===== src/jtl_pkg.sv =====
`timescale 1ns / 1ps

package jtl_pkg;

  // Longest lexeme the counter tracks before it saturates.
  localparam int MAX_LEXEME = 1023;
  localparam int LexW       = $clog2(MAX_LEXEME + 1);
  // Width of the line counter.
  localparam int LINE_BITS  = 16;
  // Characters kept of a bare word; enough for the longest keyword.
  localparam int WORD_DEPTH = 5;
  localparam int WordIdxW   = $clog2(WORD_DEPTH);
  // Result queue depth; one input item can push two results.
  localparam int RES_DEPTH  = 4;
  localparam int ResPtrW    = $clog2(RES_DEPTH);
  localparam int ResCntW    = $clog2(RES_DEPTH + 1);

  localparam logic [7:0] CH_LF     = 8'h0A;
  localparam logic [7:0] CH_SPACE  = 8'h20;
  localparam logic [7:0] CH_QUOTE  = 8'h22;
  localparam logic [7:0] CH_COMMA  = 8'h2C;
  localparam logic [7:0] CH_DOT    = 8'h2E;
  localparam logic [7:0] CH_COLON  = 8'h3A;
  localparam logic [7:0] CH_LBRACK = 8'h5B;
  localparam logic [7:0] CH_RBRACK = 8'h5D;
  localparam logic [7:0] CH_LBRACE = 8'h7B;
  localparam logic [7:0] CH_RBRACE = 8'h7D;

  localparam logic [31:0] WORD_TRUE  = "True";
  localparam logic [31:0] WORD_NULL  = "null";
  localparam logic [39:0] WORD_FALSE = "False";

  typedef enum logic [3:0] {
    TOK_LBRACE  = 4'd0,
    TOK_RBRACE  = 4'd1,
    TOK_LBRACK  = 4'd2,
    TOK_RBRACK  = 4'd3,
    TOK_COLON   = 4'd4,
    TOK_COMMA   = 4'd5,
    TOK_TEXT    = 4'd6,
    TOK_KEY     = 4'd7,
    TOK_NUM     = 4'd8,
    TOK_LITERAL = 4'd9,
    TOK_EOF     = 4'd10,
    TOK_ERROR   = 4'd11
  } kind_e;

  typedef enum logic [1:0] {
    ERR_NONE   = 2'd0,
    ERR_CHAR   = 2'd1,
    ERR_WORD   = 2'd2,
    ERR_STRING = 2'd3
  } err_e;

  typedef enum logic [5:0] {
    MODE_IDLE   = 6'b000001,
    MODE_STRING = 6'b000010,
    MODE_AFTER  = 6'b000100,
    MODE_NUMBER = 6'b001000,
    MODE_WORD   = 6'b010000,
    MODE_ERROR  = 6'b100000
  } mode_e;

  typedef struct packed {
    logic [7:0] char_in;
    logic       end_of_input;
  } in_t;

  typedef struct packed {
    kind_e       token_kind;
    logic [9:0]  token_length;
    logic [15:0] line_number;
    err_e        error_code;
    logic        last_result;
  } out_t;

  // Results of one lexer step on their way into the result queue.
  typedef struct packed {
    logic [1:0] count;
    out_t       res0;
    out_t       res1;
  } push_t;

  function automatic logic [9:0] clip_len(input logic [LexW-1:0] cnt);
    logic [31:0] w;
    w = 32'(cnt);
    return (w > 32'd1023) ? 10'd1023 : w[9:0];
  endfunction

  function automatic logic is_space(input logic [7:0] c);
    return (c == CH_SPACE) || (c >= 8'd9 && c <= 8'd13);
  endfunction

  function automatic logic is_digit(input logic [7:0] c);
    return c >= "0" && c <= "9";
  endfunction

  function automatic logic is_alpha(input logic [7:0] c);
    return (c >= "a" && c <= "z") || (c >= "A" && c <= "Z");
  endfunction

endpackage


===== src/jtl_core.sv =====
`timescale 1ns / 1ps

module jtl_core import jtl_pkg::*; (
  input  logic  clk_i,
  input  logic  rst_ni,
  input  logic  step_i,
  input  in_t   item_i,
  output push_t push_o
);

  mode_e                mode_q, mode_d;
  logic [LexW-1:0]      cnt_q, cnt_d;
  logic [LINE_BITS-1:0] line_q, line_d;
  logic                 dot_q, dot_d;
  logic [7:0]           word_q [WORD_DEPTH];
  logic [7:0]           word_d [WORD_DEPTH];

  logic [7:0]      c;
  logic            eoi;
  logic [LexW-1:0] cnt_up;
  logic            word_bool;

  logic  idle_emit;
  kind_e idle_kind;
  err_e  idle_err;
  mode_e idle_mode;

  logic       use_idle;
  logic [1:0] n_res;
  kind_e      kind0, kind1;
  logic [9:0] len0, len1;
  err_e       err0, err1;

  assign c      = item_i.char_in;
  assign eoi    = item_i.end_of_input;
  assign cnt_up = (cnt_q < LexW'(MAX_LEXEME)) ? cnt_q + LexW'(1) : cnt_q;

  assign word_bool =
      (cnt_q == LexW'(4) &&
       ({word_q[0], word_q[1], word_q[2], word_q[3]} == WORD_TRUE ||
        {word_q[0], word_q[1], word_q[2], word_q[3]} == WORD_NULL)) ||
      (cnt_q == LexW'(5) &&
       {word_q[0], word_q[1], word_q[2], word_q[3], word_q[4]} == WORD_FALSE);

  // What a character does when it starts a fresh token.
  always_comb begin
    idle_emit = 1'b0;
    idle_kind = TOK_EOF;
    idle_err  = ERR_NONE;
    idle_mode = MODE_IDLE;
    if (!is_space(c)) begin
      case (c)
        CH_LBRACE: begin idle_emit = 1'b1; idle_kind = TOK_LBRACE; end
        CH_RBRACE: begin idle_emit = 1'b1; idle_kind = TOK_RBRACE; end
        CH_LBRACK: begin idle_emit = 1'b1; idle_kind = TOK_LBRACK; end
        CH_RBRACK: begin idle_emit = 1'b1; idle_kind = TOK_RBRACK; end
        CH_COLON:  begin idle_emit = 1'b1; idle_kind = TOK_COLON;  end
        CH_COMMA:  begin idle_emit = 1'b1; idle_kind = TOK_COMMA;  end
        CH_QUOTE:  idle_mode = MODE_STRING;
        default: begin
          if (is_digit(c) || c == CH_DOT) begin
            idle_mode = MODE_NUMBER;
          end else if (is_alpha(c)) begin
            idle_mode = MODE_WORD;
          end else begin
            idle_emit = 1'b1;
            idle_kind = TOK_ERROR;
            idle_err  = ERR_CHAR;
            idle_mode = MODE_ERROR;
          end
        end
      endcase
    end
  end

  always_comb begin
    mode_d   = mode_q;
    cnt_d    = cnt_q;
    line_d   = line_q;
    dot_d    = dot_q;
    word_d   = word_q;
    use_idle = 1'b0;
    n_res    = 2'd0;
    kind0    = TOK_EOF;
    kind1    = TOK_EOF;
    len0     = '0;
    len1     = '0;
    err0     = ERR_NONE;
    err1     = ERR_NONE;

    if (mode_q != MODE_ERROR && !eoi && c == CH_LF && line_q != {LINE_BITS{1'b1}}) begin
      line_d = line_q + LINE_BITS'(1);
    end

    unique case (mode_q)
      MODE_STRING: begin
        if (eoi) begin
          n_res  = 2'd1;
          kind0  = TOK_ERROR;
          err0   = ERR_STRING;
          mode_d = MODE_ERROR;
        end else if (c == CH_QUOTE) begin
          mode_d = MODE_AFTER;
        end else begin
          cnt_d = cnt_up;
        end
      end
      MODE_AFTER: begin
        if (eoi) begin
          n_res  = 2'd2;
          kind0  = TOK_TEXT;
          len0   = clip_len(cnt_q);
          kind1  = TOK_EOF;
          mode_d = MODE_IDLE;
        end else if (is_space(c)) begin
          mode_d = MODE_AFTER;
        end else if (c == CH_COLON) begin
          n_res  = 2'd2;
          kind0  = TOK_KEY;
          len0   = clip_len(cnt_q);
          kind1  = TOK_COLON;
          mode_d = MODE_IDLE;
        end else begin
          n_res    = 2'd1;
          kind0    = TOK_TEXT;
          len0     = clip_len(cnt_q);
          use_idle = 1'b1;
        end
      end
      MODE_NUMBER: begin
        if (!eoi && is_digit(c)) begin
          cnt_d = cnt_up;
        end else if (!eoi && c == CH_DOT && !dot_q) begin
          dot_d = 1'b1;
          cnt_d = cnt_up;
        end else begin
          n_res  = 2'd1;
          kind0  = TOK_NUM;
          len0   = clip_len(cnt_q);
          mode_d = MODE_IDLE;
          if (eoi) begin
            n_res = 2'd2;
            kind1 = TOK_EOF;
          end else begin
            use_idle = 1'b1;
          end
        end
      end
      MODE_WORD: begin
        if (!eoi && (is_alpha(c) || is_digit(c))) begin
          if (cnt_q < LexW'(WORD_DEPTH)) begin
            word_d[cnt_q[WordIdxW-1:0]] = c;
          end
          cnt_d = cnt_up;
        end else if (word_bool) begin
          n_res  = 2'd1;
          kind0  = TOK_LITERAL;
          len0   = clip_len(cnt_q);
          mode_d = MODE_IDLE;
          if (eoi) begin
            n_res = 2'd2;
            kind1 = TOK_EOF;
          end else begin
            use_idle = 1'b1;
          end
        end else begin
          n_res  = 2'd1;
          kind0  = TOK_ERROR;
          err0   = ERR_WORD;
          mode_d = MODE_ERROR;
        end
      end
      MODE_ERROR: begin
        mode_d = MODE_ERROR;
      end
      default: begin
        mode_d = MODE_IDLE;
        if (eoi) begin
          n_res = 2'd1;
          kind0 = TOK_EOF;
        end else begin
          use_idle = 1'b1;
        end
      end
    endcase

    // A fresh character lands in whichever result slot is still free.
    if (use_idle) begin
      mode_d = idle_mode;
      if (idle_mode == MODE_STRING) begin
        cnt_d = '0;
      end
      if (idle_mode == MODE_NUMBER) begin
        cnt_d = LexW'(1);
        dot_d = (c == CH_DOT);
      end
      if (idle_mode == MODE_WORD) begin
        cnt_d     = LexW'(1);
        word_d[0] = c;
      end
      if (idle_emit) begin
        if (n_res == 2'd0) begin
          n_res = 2'd1;
          kind0 = idle_kind;
          err0  = idle_err;
        end else begin
          n_res = 2'd2;
          kind1 = idle_kind;
          err1  = idle_err;
        end
      end
    end
  end

  always_comb begin
    push_o.count             = step_i ? n_res : 2'd0;
    push_o.res0.token_kind   = kind0;
    push_o.res0.token_length = len0;
    push_o.res0.line_number  = 16'(32'(line_d));
    push_o.res0.error_code   = err0;
    push_o.res0.last_result  = (n_res == 2'd1);
    push_o.res1.token_kind   = kind1;
    push_o.res1.token_length = len1;
    push_o.res1.line_number  = 16'(32'(line_d));
    push_o.res1.error_code   = err1;
    push_o.res1.last_result  = 1'b1;
  end

  always_ff @(posedge clk_i or negedge rst_ni) begin
    if (!rst_ni) begin
      mode_q <= MODE_IDLE;
      cnt_q  <= '0;
      line_q <= LINE_BITS'(1);
      dot_q  <= 1'b0;
    end else if (step_i) begin
      mode_q <= mode_d;
      cnt_q  <= cnt_d;
      line_q <= line_d;
      dot_q  <= dot_d;
    end
  end

  // Word characters are only read after the current word has written them.
  always_ff @(posedge clk_i) begin
    if (step_i) begin
      word_q <= word_d;
    end
  end

endmodule


===== src/jtl_res_queue.sv =====
`timescale 1ns / 1ps

module jtl_res_queue import jtl_pkg::*; (
  input  logic  clk_i,
  input  logic  rst_ni,
  input  push_t push_i,
  output logic  room_o,
  output logic  out_valid_o,
  input  logic  out_ready_i,
  output out_t  out_data_o
);

  out_t                 mem_q [RES_DEPTH];
  logic [ResPtrW-1:0]   wr_ptr_q, rd_ptr_q;
  logic [ResCntW-1:0]   cnt_q;
  logic                 pop;
  logic [ResPtrW-1:0]   wr_ptr_nx;

  assign out_valid_o = (cnt_q != '0);
  assign out_data_o  = mem_q[rd_ptr_q];
  assign pop         = out_valid_o && out_ready_i;
  // Room for a full two-result step, independent of the output side.
  assign room_o      = (cnt_q <= ResCntW'(RES_DEPTH - 2));
  assign wr_ptr_nx   = wr_ptr_q + ResPtrW'(1);

  always_ff @(posedge clk_i or negedge rst_ni) begin
    if (!rst_ni) begin
      wr_ptr_q <= '0;
      rd_ptr_q <= '0;
      cnt_q    <= '0;
    end else begin
      wr_ptr_q <= wr_ptr_q + ResPtrW'(push_i.count);
      if (pop) begin
        rd_ptr_q <= rd_ptr_q + ResPtrW'(1);
      end
      cnt_q <= cnt_q + ResCntW'(push_i.count) - ResCntW'(pop);
    end
  end

  always_ff @(posedge clk_i) begin
    if (push_i.count != 2'd0) begin
      mem_q[wr_ptr_q] <= push_i.res0;
    end
    if (push_i.count == 2'd2) begin
      mem_q[wr_ptr_nx] <= push_i.res1;
    end
  end

endmodule


===== src/json_token_lexer.sv =====
`timescale 1ns / 1ps
// Path: an accepted item waits in the input register, then the lexer step
// writes its results into the result queue; the step stalls without room.
// Throughput: one item per cycle while the queue has room for two results;
// an item's two results leave one by one; the four-entry queue sets the slack.
// Reset: asynchronous, active low; idle mode, line count one, queue empty.
module json_token_lexer import jtl_pkg::*; (
  input  logic clk_i,
  input  logic rst_ni,
  input  logic in_valid_i,
  output logic in_ready_o,
  input  in_t  in_data_i,
  output logic out_valid_o,
  input  logic out_ready_i,
  output out_t out_data_o
);

  logic  in_valid_q;
  in_t   in_q;
  logic  room;
  logic  step;
  push_t push;

  assign step       = in_valid_q && room;
  assign in_ready_o = !in_valid_q || step;

  always_ff @(posedge clk_i or negedge rst_ni) begin
    if (!rst_ni) begin
      in_valid_q <= 1'b0;
    end else if (in_ready_o) begin
      in_valid_q <= in_valid_i;
    end
  end

  always_ff @(posedge clk_i) begin
    if (in_ready_o && in_valid_i) begin
      in_q <= in_data_i;
    end
  end

  jtl_core u_core (
    .clk_i  (clk_i),
    .rst_ni (rst_ni),
    .step_i (step),
    .item_i (in_q),
    .push_o (push)
  );

  jtl_res_queue u_queue (
    .clk_i       (clk_i),
    .rst_ni      (rst_ni),
    .push_i      (push),
    .room_o      (room),
    .out_valid_o (out_valid_o),
    .out_ready_i (out_ready_i),
    .out_data_o  (out_data_o)
  );

endmodule


===== config.mk =====
export PLATFORM = sky130hd
export DESIGN_NAME = json_token_lexer
export DESIGN_NICKNAME = d
export VERILOG_FILES = /design/src/jtl_pkg.sv /design/src/jtl_core.sv /design/src/jtl_res_queue.sv /design/src/json_token_lexer.sv
export SDC_FILE = /design/constraint.sdc
export NUM_CORES = 1
export LEC_CHECK = 0
export BUFFER_PORTS_ARGS = -buffer_cell sky130_fd_sc_hd__buf_2
export CAP_MARGIN = 10
export CORE_MARGIN = 4
export CORE_UTILIZATION = 62
export DETAILED_ROUTE_END_ITERATION = 12
export GPL_TIMING_DRIVEN = 0
export PLACE_DENSITY_LB_ADDON = 0.12
export SETUP_SLACK_MARGIN = 0.5
export SLEW_MARGIN = 20
export SYNTH_ARGS = -nofsm -noshare
export SYNTH_HDL_FRONTEND = slang
export SYNTH_SLANG_ARGS = --single-unit

===== constraint.sdc =====
create_clock -name clk_i -period 5.8 [get_ports clk_i]
set_clock_uncertainty 0.2 [all_clocks]
set_input_delay 0.29 -clock clk_i [delete_from_list [all_inputs] [get_ports clk_i]]
set_output_delay 0.29 -clock clk_i [all_outputs]
set_load 0.005 [all_outputs]

==> key figures <==
Outcome
  • Status: finished, final reports clean

Final layout
  • Layout cells sized above 1: 16.2%
  • Commonest non-fill, non-tap cell in the layout: edfxtp_1
  • Layout net count: 1011
  • Final Util: 71.8%
  • Commonest cells after routing, fill and taps aside: edfxtp_1 (133), nor2_1 (108), nand3_1 (68)
  • Synthesis-to-finish area growth: 13.4%
  • Inserted Diodes: 0

Global route
  • Initial antenna violation count: 1
  • Gr ovfl total: 0
  • Global-route wire length before repair: 41.1 mm
  • Global Route Usage Sum: 26.5%
  • Pin count of the biggest net entering global routing: 42
  • Vias in the first global route: 7512

Synthesis
  • Mapped Area: 0.0105 sq mm
  • Synth warnings: 0
  • Synth area leaders: edfxtp_1 (38%), dfrtp_1 (9.3%), dfxtp_1 (9.1%)
  • Top cell type's share of synthesized area: 37.9%
  • Post-synth net total: 926
  • Mapped Avg Cell Area: 11.7 sq um
  • Cell variety after synth: 77
  • Register bit total from synthesis: 222
  • Number of synthesized flops with an enable pin: 133
  • Synth Flop Type: edfxtp_1
  • Async SR Flop Fraction: 18.5%
  • Mapped Cells: 903
  • Post-synth top area cell: edfxtp_1
  • Seq/Total Area, Yosys: 56.8%

Pwr
  • Leakage: 0.00421 uW
  • Peak supply drop: 0.294 mV
  • P per Cell Area: 425 mW/mm^2

Timing
  • Final Critical Period: 4.91 ns
  • Fin. Hold Viols: 0
  • Setup TNS: 0 ns
  • Unrepaired setup endpoints after global routing: false
  • Final worst path period share: 84.6%
  • Worst setup margin: 0.891 ns
  • Tightest Pin Transition: 1.10 ns
  • Rel. slew slack: 26.6%
  • Fin. max-slew vios: 0
  • Final Setup Violations: 0
  • F_max: 0.204 GHz

Floorplanning
  • Initial Util: 63.3%
  • Die Ht: 138 um
  • Die area: 0.0192 sq mm
  • Die Span X: 138 um
  • Core Box Area: 0.0166 sq mm
  • Core Rows: 47
  • Boundary pin count: 48

Worst hold path
  • Hold WC Path Type: in2reg
  • HP Start: out_ready_i

Clock network
  • Register clock-pin slew on the reported worst setup and hold paths: 0.06 ns
  • Sink Count: 222
  • CTS buffer count: 23
  • Root buffer cell: clkbuf_16
  • TritonCTS clock tree: yes
  • CTS max path bufs: 3
  • Clk_lat worst skew: 0.51 ns
  • Htree depth: 1

Detailed routing
  • Iteration-0 DRC count of the detailed router: 823
  • Routed via count: 7849
  • Pre-antenna DRT Iters: 6
  • DR DRC count: 0
  • Final Routed Wirelength: 25.7 mm
  • Average wire per standard cell: 21.0 um
  • Antenna viol nets, final: 0
  • Vias/cell: 6.41

Placement
  • Pre-CTS WS: 0.489 ns
  • Placer Congestion: 0.945
  • Port-buffer cells: 47
  • DP Wirelength: 17.3 mm

Setup path
  • Reg-to-reg startpoint: in_q[7]
  • Crit path launch type: register
  • Critical path endpoint category: register
  • Beginning of the critical path: in_q[7]
  • Crit path max fanout: 12
  • Critical setup path kind: reg2reg
  • Critical path arrival: 4.86 ns
  • CP Data Required Time: 5.75 ns

Run
  • Max-Cap Viols: 0
-- timing repair --
| action | 4_1_cts | 5_1_grt |
|---|---|---|
| setup endpoints to repair | 21 | 89 |
| hold endpoints to repair | 49 | 0 |
| cloned | 0 | 1 |
| gates resized for setup | 1 | 4 |
| buffers inserted | 0 | 0 |
| hold buffers | 11 | 0 |
-- cells in the mapped netlist (5+ instances only) --
library cell,number
nand2b_1,6
edfxtp_1,133
mux4_2,33
o22ai_1,19
and2_1,12
nor4bb_1,6
nor3b_1,5
dfxtp_1,48
a21boi_0,6
o21ai_1,6
nor3_1,20
nand4_1,16
dfrtp_1,39
nand2_1,43
buf_2,7
o21ai_0,66
o31ai_1,13
mux2_2,7
clkbuf_1,29
nand3_1,68
xor2_1,16
nor2b_1,7
or3_1,9
a21oi_1,12
nor2_1,108
o21a_1,6
inv_1,19
xnor2_1,22
buf_1,5
ha_1,9
and3_1,11
buf_4,8
nor4_1,6
-- cells by family after synthesis --
group / count (synthesis) / synth area share, %
fa+ha+maj: 10 / 1.26
mux: 41 / 7.89
compound gates: 177 / 11.3
buf+inv: 72 / 3.00
simple gates: 343 / 16.6
flops: 222 / 56.8
xor+xnor: 38 / 3.16
-- area by class of cell --
cell class                      instances  area, sq um
Buffer                                 50          234
Clock inverter                         14          113
Fill cell                            1152         4690
Multi-Input combinational cell        609         4290
Tap cell                              220          275
Clock buffer                           28          604
Inverter                               22         86.3
Timing Repair inverter                  1         7.51
Sequential cell                       222         5980
Timing Repair Buffer                   59          355
-- through the flow --
stage / total power, uW / hold WS (ns) / cell area (sq um) / instances
after CTS: 5080 / 0.0390 / 11900 / 1224
after floorplan: 3130 / -0.206 / 10500 / 903
after detailed placement: 3660 / 0.257 / 11100 / 1171
after global placement: 3620 / 0.244 / 11100 / 1170
after global routing: 5330 / 0.0525 / 12000 / 1225
final: 5080 / 0.0440 / 12000 / 1225
-- per-layer routing --
layer  vias to the layer above  routed length [um]  global-route usage (%)
li1                       3610                   -                       -
met1                      3825               10900                    38.0
met2                       360               12000                    42.3
met3                        52                2180                    4.70
met4                         2                 665                    7.44
met5                         -                  13                       0
-- worst max-delay path: stages (launching register included) --
cell	delay [ns]
edfxtp_1	0.60
or4b_2	0.77
nor3_1	0.37
and4b_4	0.28
o311ai_2	0.47
a21oi_2	0.21
o21ai_1	0.61
and2_1	0.22
buf_2	0.22
buf_4	0.26
clkinvlp_4	0.35
-- power breakdown --
part / switching (uW) / internal (uW) / leakage [uW] / total (uW)
logic: 981 / 602 / 0.00168 / 1580
registers: 122 / 1950 / 0.00219 / 2080
clock network: 595 / 827 / 0.000350 / 1420
total: 1700 / 3380 / 0.00421 / 5080
-- final timing paths --
kind,slack [ns],depth (start not counted),endpoint
max,0.89,10,u_queue.mem_q[2][14]
min,0.04,3,u_queue.rd_ptr_q[0]
max reg2reg,0.89,10,u_queue.mem_q[2][14]
min reg2reg,0.27,2,u_queue.mem_q[2][22]
max in group asynchronous,4.84,2,u_core.line_q[14]
min in group asynchronous,0.13,2,u_core.cnt_q[1]
(Power assumes the default switching activity.)
